$ cat src/rtl/srfr_pkg.sv
package srfr_pkg;

  localparam int          MAX_LENGTH   = 7;
  localparam logic [7:0]  BROADCAST_ID = 8'd254;
  localparam int          NUM_PARAMS   = 4;
  localparam int          FIXED_BYTES  = 3;
  localparam int          LEFT_W       = (MAX_LENGTH > FIXED_BYTES + 1)
                                         ? $clog2(MAX_LENGTH - FIXED_BYTES + 1) : 1;

  localparam logic [2:0]  ST_OK          = 3'd0;
  localparam logic [2:0]  ST_BAD_LENGTH  = 3'd1;
  localparam logic [2:0]  ST_BAD_CHECKSUM = 3'd2;
  localparam logic [2:0]  ST_BAD_COMMAND = 3'd3;
  localparam logic [2:0]  ST_BAD_SERVO   = 3'd4;

  localparam logic [1:0]  CFG_HEADER_BYTE      = 2'd0;
  localparam logic [1:0]  CFG_EXPECTED_SERVO   = 2'd1;
  localparam logic [1:0]  CFG_EXPECTED_COMMAND = 2'd2;

  localparam logic [7:0]  HEADER_RESET   = 8'd85;
  localparam logic [7:0]  SERVO_RESET    = 8'd254;
  localparam logic [7:0]  COMMAND_RESET  = 8'd0;

  typedef struct packed {
    logic       valid;
    logic [7:0] data;
  } srfr_byte_t;

  typedef struct packed {
    logic       write;
    logic [1:0] index;
    logic [7:0] data;
  } srfr_cfg_wr_t;

  typedef struct packed {
    logic [2:0] status;
    logic [7:0] resp_servo;
    logic [7:0] resp_command;
    logic [2:0] param_count;
    logic [7:0] param_a;
    logic [7:0] param_b;
    logic [7:0] param_c;
    logic [7:0] param_d;
  } srfr_result_t;

endpackage

$ cat src/rtl/srfr_byte_if.sv
interface srfr_byte_if;
  logic       valid;
  logic       ready;
  logic [7:0] rx_byte;

  modport source (output valid, output rx_byte, input ready);
  modport sink (input valid, input rx_byte, output ready);
endinterface

$ cat src/rtl/srfr_resp_if.sv
interface srfr_resp_if;
  logic       valid;
  logic       ready;
  logic [2:0] status;
  logic [7:0] resp_servo;
  logic [7:0] resp_command;
  logic [2:0] param_count;
  logic [7:0] param_a;
  logic [7:0] param_b;
  logic [7:0] param_c;
  logic [7:0] param_d;

  modport source (
    output valid, output status, output resp_servo, output resp_command,
    output param_count, output param_a, output param_b, output param_c,
    output param_d, input ready
  );
  modport sink (
    input valid, input status, input resp_servo, input resp_command,
    input param_count, input param_a, input param_b, input param_c,
    input param_d, output ready
  );
endinterface

$ cat src/rtl/srfr_in_reg.sv
module srfr_in_reg
  import srfr_pkg::*;
(
  input  logic       clk,
  input  logic       rst,
  srfr_byte_if.sink  rx,
  input  logic       take,
  output srfr_byte_t held
);

  logic       valid;
  logic [7:0] data;

  assign rx.ready   = !valid || take;
  assign held.valid = valid;
  assign held.data  = data;

  always_ff @(posedge clk) begin
    if (rst) begin
      valid <= 1'b0;
    end else if (rx.ready) begin
      valid <= rx.valid;
    end
    if (rx.ready && rx.valid) begin
      data <= rx.rx_byte;
    end
  end

endmodule

$ cat src/rtl/srfr_parser.sv
module srfr_parser
  import srfr_pkg::*;
(
  input  logic         clk,
  input  logic         rst,
  input  srfr_cfg_wr_t cfg,
  input  srfr_byte_t   held,
  input  logic         out_free,
  output logic         take,
  output logic         push,
  output srfr_result_t result
);

  typedef enum logic [2:0] {
    PH_HUNT1,
    PH_HUNT2,
    PH_ID,
    PH_LEN,
    PH_CMD,
    PH_PARAM,
    PH_CHECK
  } phase_t;

  phase_t              phase, phase_next;
  logic [7:0]          header_byte;
  logic [7:0]          expected_servo;
  logic [7:0]          expected_command;
  logic [7:0]          frame_servo;
  logic [7:0]          frame_length;
  logic [7:0]          frame_command;
  logic [7:0]          running_sum;
  logic [2:0]          param_index;
  logic [LEFT_W-1:0]   params_left;
  logic [7:0]          param_store [NUM_PARAMS];
  logic                emits;
  logic [7:0]          b;
  logic                too_long;
  logic [NUM_PARAMS-1:0] keep;

  assign b        = held.data;
  assign too_long = frame_length > 8'(MAX_LENGTH);

  always_comb begin
    for (int i = 0; i < NUM_PARAMS; i++) begin
      keep[i] = 3'(i) < param_index;
    end
  end

  always_comb begin
    emits      = 1'b0;
    phase_next = phase;
    result     = '0;
    result.resp_servo = frame_servo;
    case (phase)
      PH_HUNT1: begin
        if (b == header_byte) phase_next = PH_HUNT2;
      end
      PH_HUNT2: begin
        phase_next = (b == header_byte) ? PH_ID : PH_HUNT1;
      end
      PH_ID:  phase_next = PH_LEN;
      PH_LEN: phase_next = PH_CMD;
      PH_CMD: begin
        result.resp_command = b;
        result.status       = ST_BAD_LENGTH;
        if (too_long) begin
          emits      = 1'b1;
          phase_next = PH_HUNT1;
        end else if (frame_length > 8'(FIXED_BYTES)) begin
          phase_next = PH_PARAM;
        end else begin
          phase_next = PH_CHECK;
        end
      end
      PH_PARAM: begin
        if (params_left == LEFT_W'(1)) phase_next = PH_CHECK;
      end
      PH_CHECK: begin
        emits               = 1'b1;
        phase_next          = PH_HUNT1;
        result.resp_command = frame_command;
        result.param_count  = param_index;
        result.param_a      = keep[0] ? param_store[0] : 8'd0;
        result.param_b      = keep[1] ? param_store[1] : 8'd0;
        result.param_c      = keep[2] ? param_store[2] : 8'd0;
        result.param_d      = keep[3] ? param_store[3] : 8'd0;
        if (~running_sum != b) begin
          result.status = ST_BAD_CHECKSUM;
        end else if (frame_command != expected_command) begin
          result.status = ST_BAD_COMMAND;
        end else if (expected_servo != BROADCAST_ID && frame_servo != expected_servo) begin
          result.status = ST_BAD_SERVO;
        end else begin
          result.status = ST_OK;
        end
      end
      default: phase_next = PH_HUNT1;
    endcase
  end

  assign take = held.valid && (!emits || out_free);
  assign push = take && emits;

  always_ff @(posedge clk) begin
    if (rst) begin
      header_byte      <= HEADER_RESET;
      expected_servo   <= SERVO_RESET;
      expected_command <= COMMAND_RESET;
    end else if (cfg.write) begin
      case (cfg.index)
        CFG_HEADER_BYTE:      header_byte      <= cfg.data;
        CFG_EXPECTED_SERVO:   expected_servo   <= cfg.data;
        CFG_EXPECTED_COMMAND: expected_command <= cfg.data;
        default: ;
      endcase
    end
  end

  always_ff @(posedge clk) begin
    if (rst) begin
      phase       <= PH_HUNT1;
      param_index <= '0;
      params_left <= '0;
    end else if (take) begin
      phase <= phase_next;
      case (phase)
        PH_ID: begin
          frame_servo <= b;
          running_sum <= b;
          param_index <= '0;
        end
        PH_LEN: begin
          frame_length <= b;
          running_sum  <= running_sum + b;
        end
        PH_CMD: begin
          frame_command <= b;
          running_sum   <= running_sum + b;
          params_left   <= (frame_length > 8'(FIXED_BYTES))
                           ? LEFT_W'(frame_length - 8'(FIXED_BYTES)) : '0;
        end
        PH_PARAM: begin
          running_sum <= running_sum + b;
          if (param_index < 3'(NUM_PARAMS)) begin
            param_store[param_index[1:0]] <= b;
            param_index <= param_index + 3'd1;
          end
          params_left <= params_left - LEFT_W'(1);
        end
        default: ;
      endcase
    end
  end

  a_push_takes: assert property (@(posedge clk) disable iff (rst)
    push |-> take && held.valid && out_free)
    else $error("result pushed without consuming a byte into a free slot");

  a_ok_matches: assert property (@(posedge clk) disable iff (rst)
    push && result.status == ST_OK |-> result.resp_command == expected_command)
    else $error("ok status with unexpected command");

  a_count_range: assert property (@(posedge clk) disable iff (rst)
    push |-> result.param_count <= 3'(NUM_PARAMS))
    else $error("parameter count out of range");

  a_hunt_after_result: assert property (@(posedge clk) disable iff (rst)
    push |=> phase == PH_HUNT1)
    else $error("parser did not return to hunting after a result");

endmodule

$ cat src/rtl/srfr_out_reg.sv
module srfr_out_reg
  import srfr_pkg::*;
(
  input  logic          clk,
  input  logic          rst,
  input  logic          push,
  input  srfr_result_t  result,
  output logic          out_free,
  srfr_resp_if.source   resp
);

  logic         valid;
  srfr_result_t data;

  assign out_free          = !valid || resp.ready;
  assign resp.valid        = valid;
  assign resp.status       = data.status;
  assign resp.resp_servo   = data.resp_servo;
  assign resp.resp_command = data.resp_command;
  assign resp.param_count  = data.param_count;
  assign resp.param_a      = data.param_a;
  assign resp.param_b      = data.param_b;
  assign resp.param_c      = data.param_c;
  assign resp.param_d      = data.param_d;

  always_ff @(posedge clk) begin
    if (rst) begin
      valid <= 1'b0;
    end else if (out_free) begin
      valid <= push;
    end
    if (out_free && push) begin
      data <= result;
    end
  end

endmodule

$ cat src/rtl/servo_response_frame_receiver.sv
// Servo bus response frame receiver.
// rx carries one received serial byte per transaction; resp carries one
// parsed frame per transaction (status, servo id, command, up to four
// parameter bytes and their count). Frames are header, header, id, length,
// command, parameters, checksum; a result is produced at the checksum byte,
// or at the command byte when the length is above the limit.
// Configuration: cfg_write with cfg_index 0 header byte, 1 expected servo,
// 2 expected command; write only while no frame is in flight.
// Throughput: one byte per cycle, set by the single parse step between the
// input register and the result register, except while a byte that would
// give a result waits for the result register. The result of a checksum
// byte goes from the parse step into the result register, which drives resp.
// When resp stalls, the parser still consumes bytes that give no result;
// a byte that would give a result waits in the input register and rx.ready
// drops until the result register is free.
// Reset (rst, synchronous) restores the configuration defaults, empties
// both registers and returns the parser to hunting for the header.
module servo_response_frame_receiver
  import srfr_pkg::*;
(
  input  logic        clk,
  input  logic        rst,
  srfr_byte_if.sink   rx,
  srfr_resp_if.source resp,
  input  logic        cfg_write,
  input  logic [1:0]  cfg_index,
  input  logic [7:0]  cfg_data
);

  srfr_byte_t   held;
  srfr_cfg_wr_t cfg;
  srfr_result_t result;
  logic         take;
  logic         push;
  logic         out_free;

  assign cfg.write = cfg_write;
  assign cfg.index = cfg_index;
  assign cfg.data  = cfg_data;

  srfr_in_reg u_in_reg (
    .clk  (clk),
    .rst  (rst),
    .rx   (rx),
    .take (take),
    .held (held)
  );

  srfr_parser u_parser (
    .clk      (clk),
    .rst      (rst),
    .cfg      (cfg),
    .held     (held),
    .out_free (out_free),
    .take     (take),
    .push     (push),
    .result   (result)
  );

  srfr_out_reg u_out_reg (
    .clk      (clk),
    .rst      (rst),
    .push     (push),
    .result   (result),
    .out_free (out_free),
    .resp     (resp)
  );

endmodule
$ cat src/flat_wrapper.sv
// flat-port wrapper written by rule: the top's interface ports become plain ports
module servo_response_frame_receiver_flat import srfr_pkg::*;
  (clk, rst, cfg_write, cfg_index, cfg_data, rx_valid, rx_rx_byte, rx_ready, resp_valid, resp_status, resp_resp_servo, resp_resp_command, resp_param_count, resp_param_a, resp_param_b, resp_param_c, resp_param_d, resp_ready);
  srfr_byte_if rx_i ();
  srfr_resp_if resp_i ();
  input  logic clk;
  input  logic rst;
  input  logic cfg_write;
  input  logic [1:0] cfg_index;
  input  logic [7:0] cfg_data;
  input wire logic [$bits(rx_i.valid)-1:0] rx_valid;
  input wire logic [$bits(rx_i.rx_byte)-1:0] rx_rx_byte;
  output wire logic [$bits(rx_i.ready)-1:0] rx_ready;
  output wire logic [$bits(resp_i.valid)-1:0] resp_valid;
  output wire logic [$bits(resp_i.status)-1:0] resp_status;
  output wire logic [$bits(resp_i.resp_servo)-1:0] resp_resp_servo;
  output wire logic [$bits(resp_i.resp_command)-1:0] resp_resp_command;
  output wire logic [$bits(resp_i.param_count)-1:0] resp_param_count;
  output wire logic [$bits(resp_i.param_a)-1:0] resp_param_a;
  output wire logic [$bits(resp_i.param_b)-1:0] resp_param_b;
  output wire logic [$bits(resp_i.param_c)-1:0] resp_param_c;
  output wire logic [$bits(resp_i.param_d)-1:0] resp_param_d;
  input wire logic [$bits(resp_i.ready)-1:0] resp_ready;
  assign rx_i.valid = rx_valid;
  assign rx_i.rx_byte = rx_rx_byte;
  assign rx_ready = rx_i.ready;
  assign resp_valid = resp_i.valid;
  assign resp_status = resp_i.status;
  assign resp_resp_servo = resp_i.resp_servo;
  assign resp_resp_command = resp_i.resp_command;
  assign resp_param_count = resp_i.param_count;
  assign resp_param_a = resp_i.param_a;
  assign resp_param_b = resp_i.param_b;
  assign resp_param_c = resp_i.param_c;
  assign resp_param_d = resp_i.param_d;
  assign resp_i.ready = resp_ready;
  servo_response_frame_receiver u_core (.clk(clk), .rst(rst), .rx(rx_i), .resp(resp_i), .cfg_write(cfg_write), .cfg_index(cfg_index), .cfg_data(cfg_data));
endmodule
$ cat config.mk
export PLATFORM = sky130hd
export DESIGN_NAME = servo_response_frame_receiver_flat
export DESIGN_NICKNAME = d
export VERILOG_FILES = /design/src/rtl/srfr_pkg.sv /design/src/rtl/srfr_byte_if.sv /design/src/rtl/srfr_resp_if.sv /design/src/rtl/srfr_in_reg.sv /design/src/rtl/srfr_parser.sv /design/src/rtl/srfr_out_reg.sv /design/src/rtl/servo_response_frame_receiver.sv /design/src/flat_wrapper.sv
export SDC_FILE = /design/constraint.sdc
export NUM_CORES = 1
export LEC_CHECK = 0
export BUFFER_PORTS_ARGS = -buffer_cell sky130_fd_sc_hd__buf_2
export CAP_MARGIN = 5
export CORE_MARGIN = 5
export CORE_UTILIZATION = 60
export DETAILED_ROUTE_END_ITERATION = 10
export PLACE_DENSITY = 0.82
export SETUP_SLACK_MARGIN = 0.05
export SYNTH_ARGS = -nofsm -noshare
export SYNTH_HDL_FRONTEND = slang
export SYNTH_SLANG_ARGS = --single-unit
$ cat constraint.sdc
create_clock -name clk -period 8.5 [get_ports clk]
set_clock_uncertainty 0.05 [all_clocks]
set_input_delay 1.275 -clock clk [delete_from_list [all_inputs] [get_ports clk]]
set_output_delay 1.275 -clock clk [all_outputs]
set_load 0.02 [all_outputs]
==> results.md, run 1 <==
Outcome:
- The run finished with clean final reports.

Floorplan:
- The initialized floorplan defines 38 standard-cell rows.
- The count of boundary I/O pins is slightly below 80.
- The initial utilization of the core area, before any placement, comes to 0.612.
- The floorplan step defined a die boundary enclosing 13200 um^2.
- The x dimension of the die is 115 um.
- The die boundary height is between 100 and 150 um.
- The core region is roughly 11000 um^2.

Critical path:
- The worst reg2reg path startpoint is u_core.u_parser.frame_length[6].
- The worst setup path is launched from a register.
- The setup path with the least slack is of type register to primary output.
- The data arrival at the endpoint of the critical path is 2.35 ns.
- The end of the worst register-to-register path is u_core.u_parser.running_sum[5].
- Along the worst path, the maximum fanout reaches 7.
- The worst setup path is captured at a primary output.
- The worst reg-to-reg path cell count is 4.
- Walking the worst path, the cells encountered are or4_4 -> o311ai_4 -> or3_1 -> buf_2.
- The cell at the slowest stage of the critical path is sky130_fd_sc_hd__or4_4.
- Data on the critical path is required at its endpoint by 7.17 ns.
- In this design, the stage delay of the slowest critical-path cell is 0.59 ns.
- The setup check on the worst reg-to-reg path leaves a slack of approximately 5.4 ns.

Timing:
- The worst-case headroom to the max-slew limit is 0.169.
- The setup total negative slack is 0 ns.
- The clock period could shrink to roughly 3.7 ns.
- The number of max-slew violations in the final report is 0.
- Setup repair after global routing left no endpoint under its margin.
- The total setup violations reported at the end of the flow is 0.
- The slew at the pin closest to its max-slew limit is approximately 1.2 ns.
- The hold violation total from the final report was 0.
- In the finished design, the share of the clock period the worst path needs comes to 0.432.
- The maximum achievable frequency is about 0.27 GHz.

Clock tree:
- The post-CTS setup buffer count is 0.
- TritonCTS built the clock tree.
- The clock buffer count from CTS is 17.
- CTS placed an instance of sky130_fd_sc_hd__clkbuf_8 at the clock tree root.
- The longest clock path from root to sink contains 2 buffers.
- Once the clock tree was built, the resizer swapped 0 gates to a different size.
- The clock-pin slew on the worst setup and hold paths is 0.06 ns.
- The clock insertion delay at the later pin of the skew report is roughly 0.52 ns.
- For this design, the CTS-stage hold fixing added 0 buffers.
- The count of clock tree sinks is ~160.
- CTS built an H-tree with a depth of 4.

Yosys:
- The main flop type after synthesis is sky130_fd_sc_hd__edfxtp_1.
- By instance count, the leading cell after synthesis is sky130_fd_sc_hd__edfxtp_1.
- The mean area per synthesized cell is between 10 and 15 um^2.
- The cell area after synthesis is 6600 um^2.
- The number of enable flip-flop cells after synthesis is approximately 130.
- Sorting the synthesized cells by how often they occur yields sky130_fd_sc_hd__edfxtp_1 (126), sky130_fd_sc_hd__nand2_1 (37), sky130_fd_sc_hd__dfxtp_1 (35).
- The flip-flop and latch count after synthesis is 161.
- The cell count after synthesis came out at 483.
- By area the synthesized netlist is led by sky130_fd_sc_hd__edfxtp_1 (57%), sky130_fd_sc_hd__dfxtp_1 (11%), sky130_fd_sc_hd__xnor2_1 (3.3%).
- Summed over all instances, the cell type with the most area after synthesis is sky130_fd_sc_hd__edfxtp_1.
- The async set-or-reset flop fraction in the synthesized netlist is 0.
- The number of warnings issued by yosys is 0.
- The netlist uses 56 different library cells.
- The net count after synthesis is 521.
- The post-synthesis sequential area ratio is 0.679.
- The portion of synthesized cell area occupied by the leading cell type is 0.573.

Power:
- The design draws around 1700 uW.
- Of the total power, the clock network draws 0.451.
- The static leakage is roughly 0.0030 uW.
- In this run the power spent charging and discharging nets is 359 uW.
- The share of total power dissipated in combinational logic is 0.031.
- Dividing total power by cell area gives a power density of 219 nW/um^2.
- The relative contribution of sequential cells to total power is 0.518.
- The cell internal power dissipation is 1330 uW.
- The worst-case IR drop observed on VDD is 0.000161 V.
- Of the total power, the share spent switching nets is 0.213.

Global route:
- The maximum number of pins on one net before global-route repair is 55.
- The number of global-route vias before repair is between 3000 and 4000.
- The wire length of the first global-routing pass is 20600 um.
- The total congestion overflow after global routing is 0.
- The total global-route track usage is 0.209.
- The initial antenna violation count is 0.

Route:
- The total DRC errors in the routed layout is 0.
- After detailed routing, the number of vias per cell comes to between 5 and 6.
- The routed layout has between 4000 and 5000 vias.
- The number of violations reported at the end of detailed-routing iteration 0 is 268.
- The detailed-route wire length per cell is between 15 and 20 um.
- After detailed routing, the total wire length is 13200 um.
- The count of nets left with antenna violations once routing finished came out at 0.
- The first-pass iteration count of the detailed router is 5.

Flow run:
- The max-capacitance violation count is 0.

Min path:
- The path category of the worst min-delay check is register to register.
- The count of cells along the worst hold path is 0.
- The end of the worst hold path is u_core.u_out_reg.resp.resp_servo[2].
- The hold path startpoint is u_core.u_parser.frame_servo[2].

Placement:
- The count of buffers added on input and output ports is slightly below 80.
- The weighted congestion reported at the end of routability-driven placement is 0.847.
- Once detailed placement completed, the half-perimeter wirelength came to between 8000 and 9000 um.

Finish:
- The repair_antennas step left the layout with diodes totalling 0.
- The filler cell count in the final layout is 685.
- The area added between synthesis and finish is 16.7%.
- For this run, the post-layout net count is ~600.
- The fraction of layout instances using a drive strength above 1 is 0.210.
==> kinds of logic after synthesis <==
kind of cell / after synthesis / share of synthesized area
AND/OR/NAND/NOR: 163 / 0.132
flip-flops: 161 / 0.679
AO/OA/AOI/OAI: 66 / 0.0728
buffers and inverters: 31 / 0.0203
XOR/XNOR: 29 / 0.0385
multiplexers: 18 / 0.0277
adder cells (fa/ha/maj): 15 / 0.0296
==> per-stage QoR <==
stage          instances  cell area (um^2)   util  setup slack (ns)  hold slack [ns]
3_5_place_dp         686              7110  0.659              4.86            0.427
2_1_floorplan        483              6600      -              3.99            0.399
3_3_place_gp         686              7110  0.659              4.88            0.429
5_1_grt              717              7710  0.714              4.75            0.449
4_1_cts              717              7710  0.714              4.82            0.444
6_report             717              7710  0.714              4.83            0.446
==> routing by layer <==
layer	GRT usage	part of all wire	up-vias
met2	0.345	0.50	129
li1	-	-	1936
met4	0.0790	0.019	0
met5	0	0	-
met1	0.272	0.42	1992
met3	0.0484	0.059	15
==> worst max-delay path: cells and delay by family (launching register included) <==
| family | cells | cell delay (ns) |
|---|---|---|
| and+or+nand+nor | 2 | 0.83 |
| AOI/OAI and AO/OA | 1 | 0.44 |
| buffers and inverters | 1 | 0.18 |
| DFF | 1 | 0.38 |
==> cell usage in the layout, fill, tap and decap left out, types with 3 or more instances in the layout <==
cell,count
sky130_fd_sc_hd__nand3_1,10
sky130_fd_sc_hd__and3_1,8
sky130_fd_sc_hd__a22o_1,7
sky130_fd_sc_hd__xnor2_1,25
sky130_fd_sc_hd__nor2b_1,5
sky130_fd_sc_hd__nor3_1,11
sky130_fd_sc_hd__o21ai_0,18
sky130_fd_sc_hd__ha_1,14
sky130_fd_sc_hd__or4_1,3
sky130_fd_sc_hd__buf_4,3
sky130_fd_sc_hd__o31ai_1,3
sky130_fd_sc_hd__dfxtp_1,35
sky130_fd_sc_hd__o21a_1,3
sky130_fd_sc_hd__edfxtp_1,126
sky130_fd_sc_hd__nand2_1,37
sky130_fd_sc_hd__and2_1,32
sky130_fd_sc_hd__clkbuf_16,16
sky130_fd_sc_hd__nand2b_1,4
sky130_fd_sc_hd__xor2_1,4
sky130_fd_sc_hd__nand4_1,9
sky130_fd_sc_hd__inv_6,5
sky130_fd_sc_hd__a211oi_1,4
sky130_fd_sc_hd__a21oi_1,12
sky130_fd_sc_hd__nand3b_1,3
sky130_fd_sc_hd__inv_1,13
sky130_fd_sc_hd__nor2_1,26
sky130_fd_sc_hd__mux2i_1,16
sky130_fd_sc_hd__bufinv_16,3
sky130_fd_sc_hd__nor3b_1,3
sky130_fd_sc_hd__buf_2,78
==> power by group through the flow <==
stage / clock [uW] / combinational, uW / sequential [uW]
global placement: 0 / 49.2 / 891
finish: 762 / 52.1 / 875
floorplan: 0 / 37.8 / 880
global route: 807 / 59.2 / 876
detailed placement: 0 / 51.1 / 892
CTS: 771 / 52.0 / 875
==> layout make-up <==
type	instances	area, um^2	share of cell area
inverter	13	48.8	0.00633
multi-input combinational	291	1990	0.259
clock buffer	17	414	0.0537
tap	140	175	0.0227
sequential	161	4480	0.582
timing repair buffer	81	413	0.0536
clock inverter	14	179	0.0232
==> how the worst max path moves through the flow <==
stage / to / slack [ns] / startpoint / depth (start not counted)
after CTS: rx_ready / 4.82 / u_core.u_parser.frame_length[6] / 4
after floorplan: u_core.u_out_reg.resp.param_a[0] / 3.99 / resp_ready / 3
final: rx_ready / 4.83 / u_core.u_parser.frame_length[6] / 4
after global placement: rx_ready / 4.88 / resp_ready / 4
after global routing: rx_ready / 4.75 / u_core.u_parser.frame_length[7] / 4
after detailed placement: rx_ready / 4.86 / resp_ready / 4
==> sequential cells by signal, summed over array words and instances (netlist names), 3 cells and up <==
| register | count |
|---|---|
| u_core.u_parser.header_byte | 8 |
| u_core.u_parser.params_left | 3 |
| u_core.u_out_reg.resp.param_b | 8 |
| u_core.u_parser.expected_command | 8 |
| u_core.u_parser.running_sum | 8 |
| u_core.u_parser.frame_length | 8 |
| u_core.u_parser.param_store | 32 |
| u_core.u_parser.frame_servo | 8 |
| u_core.u_out_reg.resp.param_d | 8 |
| u_core.u_out_reg.resp.status | 3 |
| u_core.u_out_reg.resp.param_count | 3 |
| u_core.u_parser.phase | 3 |
| u_core.u_out_reg.resp.resp_servo | 8 |
| u_core.u_out_reg.resp.resp_command | 8 |
| u_core.u_out_reg.resp.param_a | 8 |
| u_core.u_parser.param_index | 3 |
| u_core.u_parser.expected_servo | 8 |
| u_core.u_out_reg.resp.param_c | 8 |
| u_core.u_in_reg.data | 8 |
| u_core.u_parser.frame_command | 8 |
(Power assumes the default switching activity.)
==> run 2: changes to the inputs <==
- CORE_UTILIZATION: 60 -> 52
- PLACE_DENSITY: 0.82 -> 0.75
- clock period: 8.5 -> 3.3 ns (I/O delays scaled with it)
==> run 2 against run 1 <==
- critical path depth stayed put
- final area is 1.1% higher
- total power rose by 150%
- wire length down 0.56%
- first-iteration DRC count increased by 46%
- sequential share of layout area decreased by 0.64 points
- cell count up 6.0%
- flip-flop and latch count stayed put
- die area grew 14%
- via count about the same
- critical path type unchanged
- largest power group unchanged
==> results.md, run 2 (same netlist as run 1, synthesis figures left out) <==
Floorplan:
- The count of standard-cell rows is 41 (was 38).
- The x dimension of the die is 123 um (was 115 um).
- The starting utilization of the core area is 0.528 (was 0.612).
- The area of the die is 15100 um^2 (was 13200 um^2).
- The die boundary height is 123 um (was 115 um).
- The core area is 12500 um^2 (was 10800 um^2).
- The count of boundary I/O pins was 79 (unchanged).

Clock tree:
- The CTS tree is built (unchanged).
- The buffer type at the clock tree root is sky130_fd_sc_hd__clkbuf_16 (was sky130_fd_sc_hd__clkbuf_8).
- The count of clock tree sinks was 161 (unchanged).
- The clock buffer count from CTS is 17 (unchanged).
- The post-CTS setup buffer count is 0 (unchanged).
- The number of hold buffers added after CTS is 0 (unchanged).
- The number of resized instances in the post-cts repair step was 0 (unchanged).
- The clock insertion delay at the later pin of the skew report is 0.42 ns (was 0.52 ns).
- The total number of H-tree levels is 4 (unchanged).
- The clock-pin slew on the worst setup and hold paths came to 0.06 ns (about the same).
- The largest buffer count on any clock path came to 2 (unchanged).

Power:
- The total power per unit cell area is 540 nW/um^2 (was 219 nW/um^2).
- The static leakage is 0.00304 uW (was 0.00301 uW).
- The worst supply voltage drop on vdd is 0.000289 V (was 0.000161 V).

Timing:
- The time the worst path needs with I/O delays and setup is roughly 2.8 ns.
- The post-route worst setup slack is 0.487 ns (was 4.83 ns).
- The number of max-slew violations in the final report was 0 (unchanged).
- Unrepaired setup endpoints after global routing: no (unchanged).
- The slew at the pin closest to its max-slew limit is 1.15 ns (was 1.24 ns).
- The setup total negative slack came to 0 ns (unchanged).
- The total setup violations reported at the end of the flow is 0 (unchanged).
- The worst-case headroom to the max-slew limit is 0.234 (was 0.169).
- Timing would allow up to 0.355 GHz.
- The final period utilization is 0.852.
- The hold violation total from the final report is 0 (unchanged).

Placement:
- The weighted congestion reported at the end of routability-driven placement is 0.837 (was 0.847).
- The count of input and output buffers came to 78 (unchanged).
- The HPWL after detailed placement came to 9040 um (was 8660 um).
- The worst setup slack after placement is 0.734 ns (was 4.86 ns).
- The post-placement cell count is 728 (was 686).
- The post-place instance area was 7240 um^2 (was 7110 um^2).

Finish:
- The flip-flop count of the largest register, all copies and words added is 32 (unchanged).
- The final net count is 613 (was 603).
- The register area is 4480 um^2 (unchanged).
- The final non-filler cell total was 760 (was 717).
- The filler cell count in the final layout is 989 (was 685).
- The multi-input logic area came to 1990 um^2 (unchanged).
- The fraction of layout instances using a drive strength above 1 is 0.214 (was 0.210).
- The most common cell after layout, fill and taps aside was sky130_fd_sc_hd__edfxtp_1 (unchanged).
- Leading cell types in the layout, fill and taps excluded: sky130_fd_sc_hd__edfxtp_1 (126), sky130_fd_sc_hd__buf_2 (78), sky130_fd_sc_hd__nand2_1 (37) (unchanged).
- The area added between synthesis and finish is 18.0% (was 16.7%).
- The antenna diode count is 0 (unchanged).
- The final cell utilization of the core came to 0.623 (was 0.714).
- The final instance area is 7790 um^2 (was 7710 um^2).

Critical path:
- The setup slack on the worst flop-to-flop path is 0.70 ns (was 5.39 ns).
- The number of buffers and inverters on the critical path is 1 (unchanged).
- The startpoint class of the critical path is a register (unchanged).
- The end of the worst register-to-register path is u_core.u_parser.running_sum[6] (was u_core.u_parser.running_sum[5]).
- List of cells traversed by the critical path: or4_4 -> o311ai_4 -> or3_1 -> buf_2 (unchanged).
- The worst reg2reg path startpoint is u_core.u_in_reg.data[0] (was u_core.u_parser.frame_length[6]).
- The data arrival at the endpoint of the critical path is 2.27 ns (was 2.35 ns).
- The worst reg-to-reg path cell count came to 8 (was 4).
- The type of element capturing the critical path is a primary output (unchanged).
- The largest fanout on the critical path is 7 (unchanged).
- The critical path's top delay family is simple AND/OR/NAND/NOR gates (unchanged).
- The critical path class was register to primary output (unchanged).
- The cell at the slowest stage of the critical path was sky130_fd_sc_hd__or4_4 (unchanged).
- The required time of the critical path came to 2.75 ns (was 7.17 ns).
- The largest stage delay on the critical path is 0.60 ns (was 0.59 ns).

Min path:
- The count of cells along the worst hold path was 1 (was 0).
- The hold path startpoint was rx_rx_byte[3] (was u_core.u_parser.frame_servo[2]).
- The end of the worst hold path is u_core.u_in_reg.data[3] (was u_core.u_out_reg.resp.resp_servo[2]).
- The path category of the worst min-delay check is input port to register (was register to register).

Global route:
- The maximum number of pins on one net before global-route repair is 55 (unchanged).
- The total global-route track usage is 0.186 (was 0.209).
- The number of global-route vias before repair is 3863 (was 3851).
- The total congestion overflow after global routing came to 0 (unchanged).
- The met2 track utilization from global routing came to 0.284 (was 0.345).
- The initial antenna violation count is 0 (unchanged).
- The wire length of the first global-routing pass came to 20700 um (was 20600 um).
- The met3 track demand over resource is 0.0442 (was 0.0484).
- The met1 usage in global routing is 0.252 (was 0.272).
- The most crowded layer after global routing is met2 (unchanged).

Route:
- The via total after detailed routing came to 4068 (was 4072).
- The detailed-route wire length per cell was 17.3 um (was 18.4 um).
- The number of violations reported at the end of detailed-routing iteration 0 is 391 (was 268).
- The first-pass iteration count of the detailed router is 5 (unchanged).
- The aggregate routed wire length was 13100 um (was 13200 um).
- The remaining antenna violation count came to 0 (unchanged).
- The ratio of routed vias to standard cells is 5.35 (was 5.68).
- The total DRC errors in the routed layout is 0 (unchanged).

Outcome:
- Run status: finished, final reports clean (unchanged).

Flow run:
- The max-capacitance violation count is 0 (unchanged).
[run 2: cell types whose count changed in the layout (fill, tap and decap cells not counted), sizes merged]
cell and change:
buf +10, clkinv +5, inv -5, bufinv -1, clkbuf +1, clkinvlp +1
[run 2: how the worst max path moves through the flow]
stage                                          from                               end  cells after the start
CTS                 u_core.u_parser.frame_length[7]                          rx_ready                      4
floorplan           u_core.u_parser.frame_length[7]  u_core.u_out_reg.resp.param_a[0]                      4
global placement            u_core.u_in_reg.data[0]    u_core.u_parser.running_sum[6]                      8
global route        u_core.u_parser.frame_length[7]                          rx_ready                      4
detailed placement          u_core.u_in_reg.data[0]    u_core.u_parser.running_sum[6]                      8
finish              u_core.u_parser.frame_length[7]                          rx_ready                      4
[run 2: per-stage QoR]
step	hold WS [ns]	power, uW
5_1_grt	0.177	4360
6_report	0.201	4210
2_1_floorplan	0.399	2360
3_5_place_dp	0.433	2430
3_3_place_gp	0.429	2430
4_1_cts	0.178	4250
[run 2: routing by layer]
layer  vias up  wire, um  share of wire
li1       1960         -              -
met1      1938      5750           0.44
met2       152      6230           0.48
met3        18       861          0.066
met4         0       265          0.020
met5         -         0              0
[run 2: layout make-up]
cell class,count,share of cell area
multi-input cells,291,0.256
inverters,13,0.00626
well taps,172,0.0276
repair buffers,91,0.0642
clock inverters,14,0.0156
flip-flops and latches,161,0.575
clock buffers,18,0.0551
[run 2: worst reg2reg max path: stages, from the launching register on]
cell                       delay [ns]
sky130_fd_sc_hd__edfxtp_1        0.66
sky130_fd_sc_hd__ha_1            0.29
sky130_fd_sc_hd__inv_1           0.07
sky130_fd_sc_hd__fa_1            0.46
sky130_fd_sc_hd__nor2b_1         0.15
sky130_fd_sc_hd__o21ai_0         0.12
sky130_fd_sc_hd__a21boi_0        0.30
sky130_fd_sc_hd__or4_1           0.16
sky130_fd_sc_hd__nand3_1         0.08
[run 2: power breakdown]
group	total, uW	switching (uW)	internal, uW	leakage, uW
Sequential	2230	32.9	2200	0.00152
Clock	1820	728	1090	0.000265
Combinational	157	91.2	66.2	0.00125
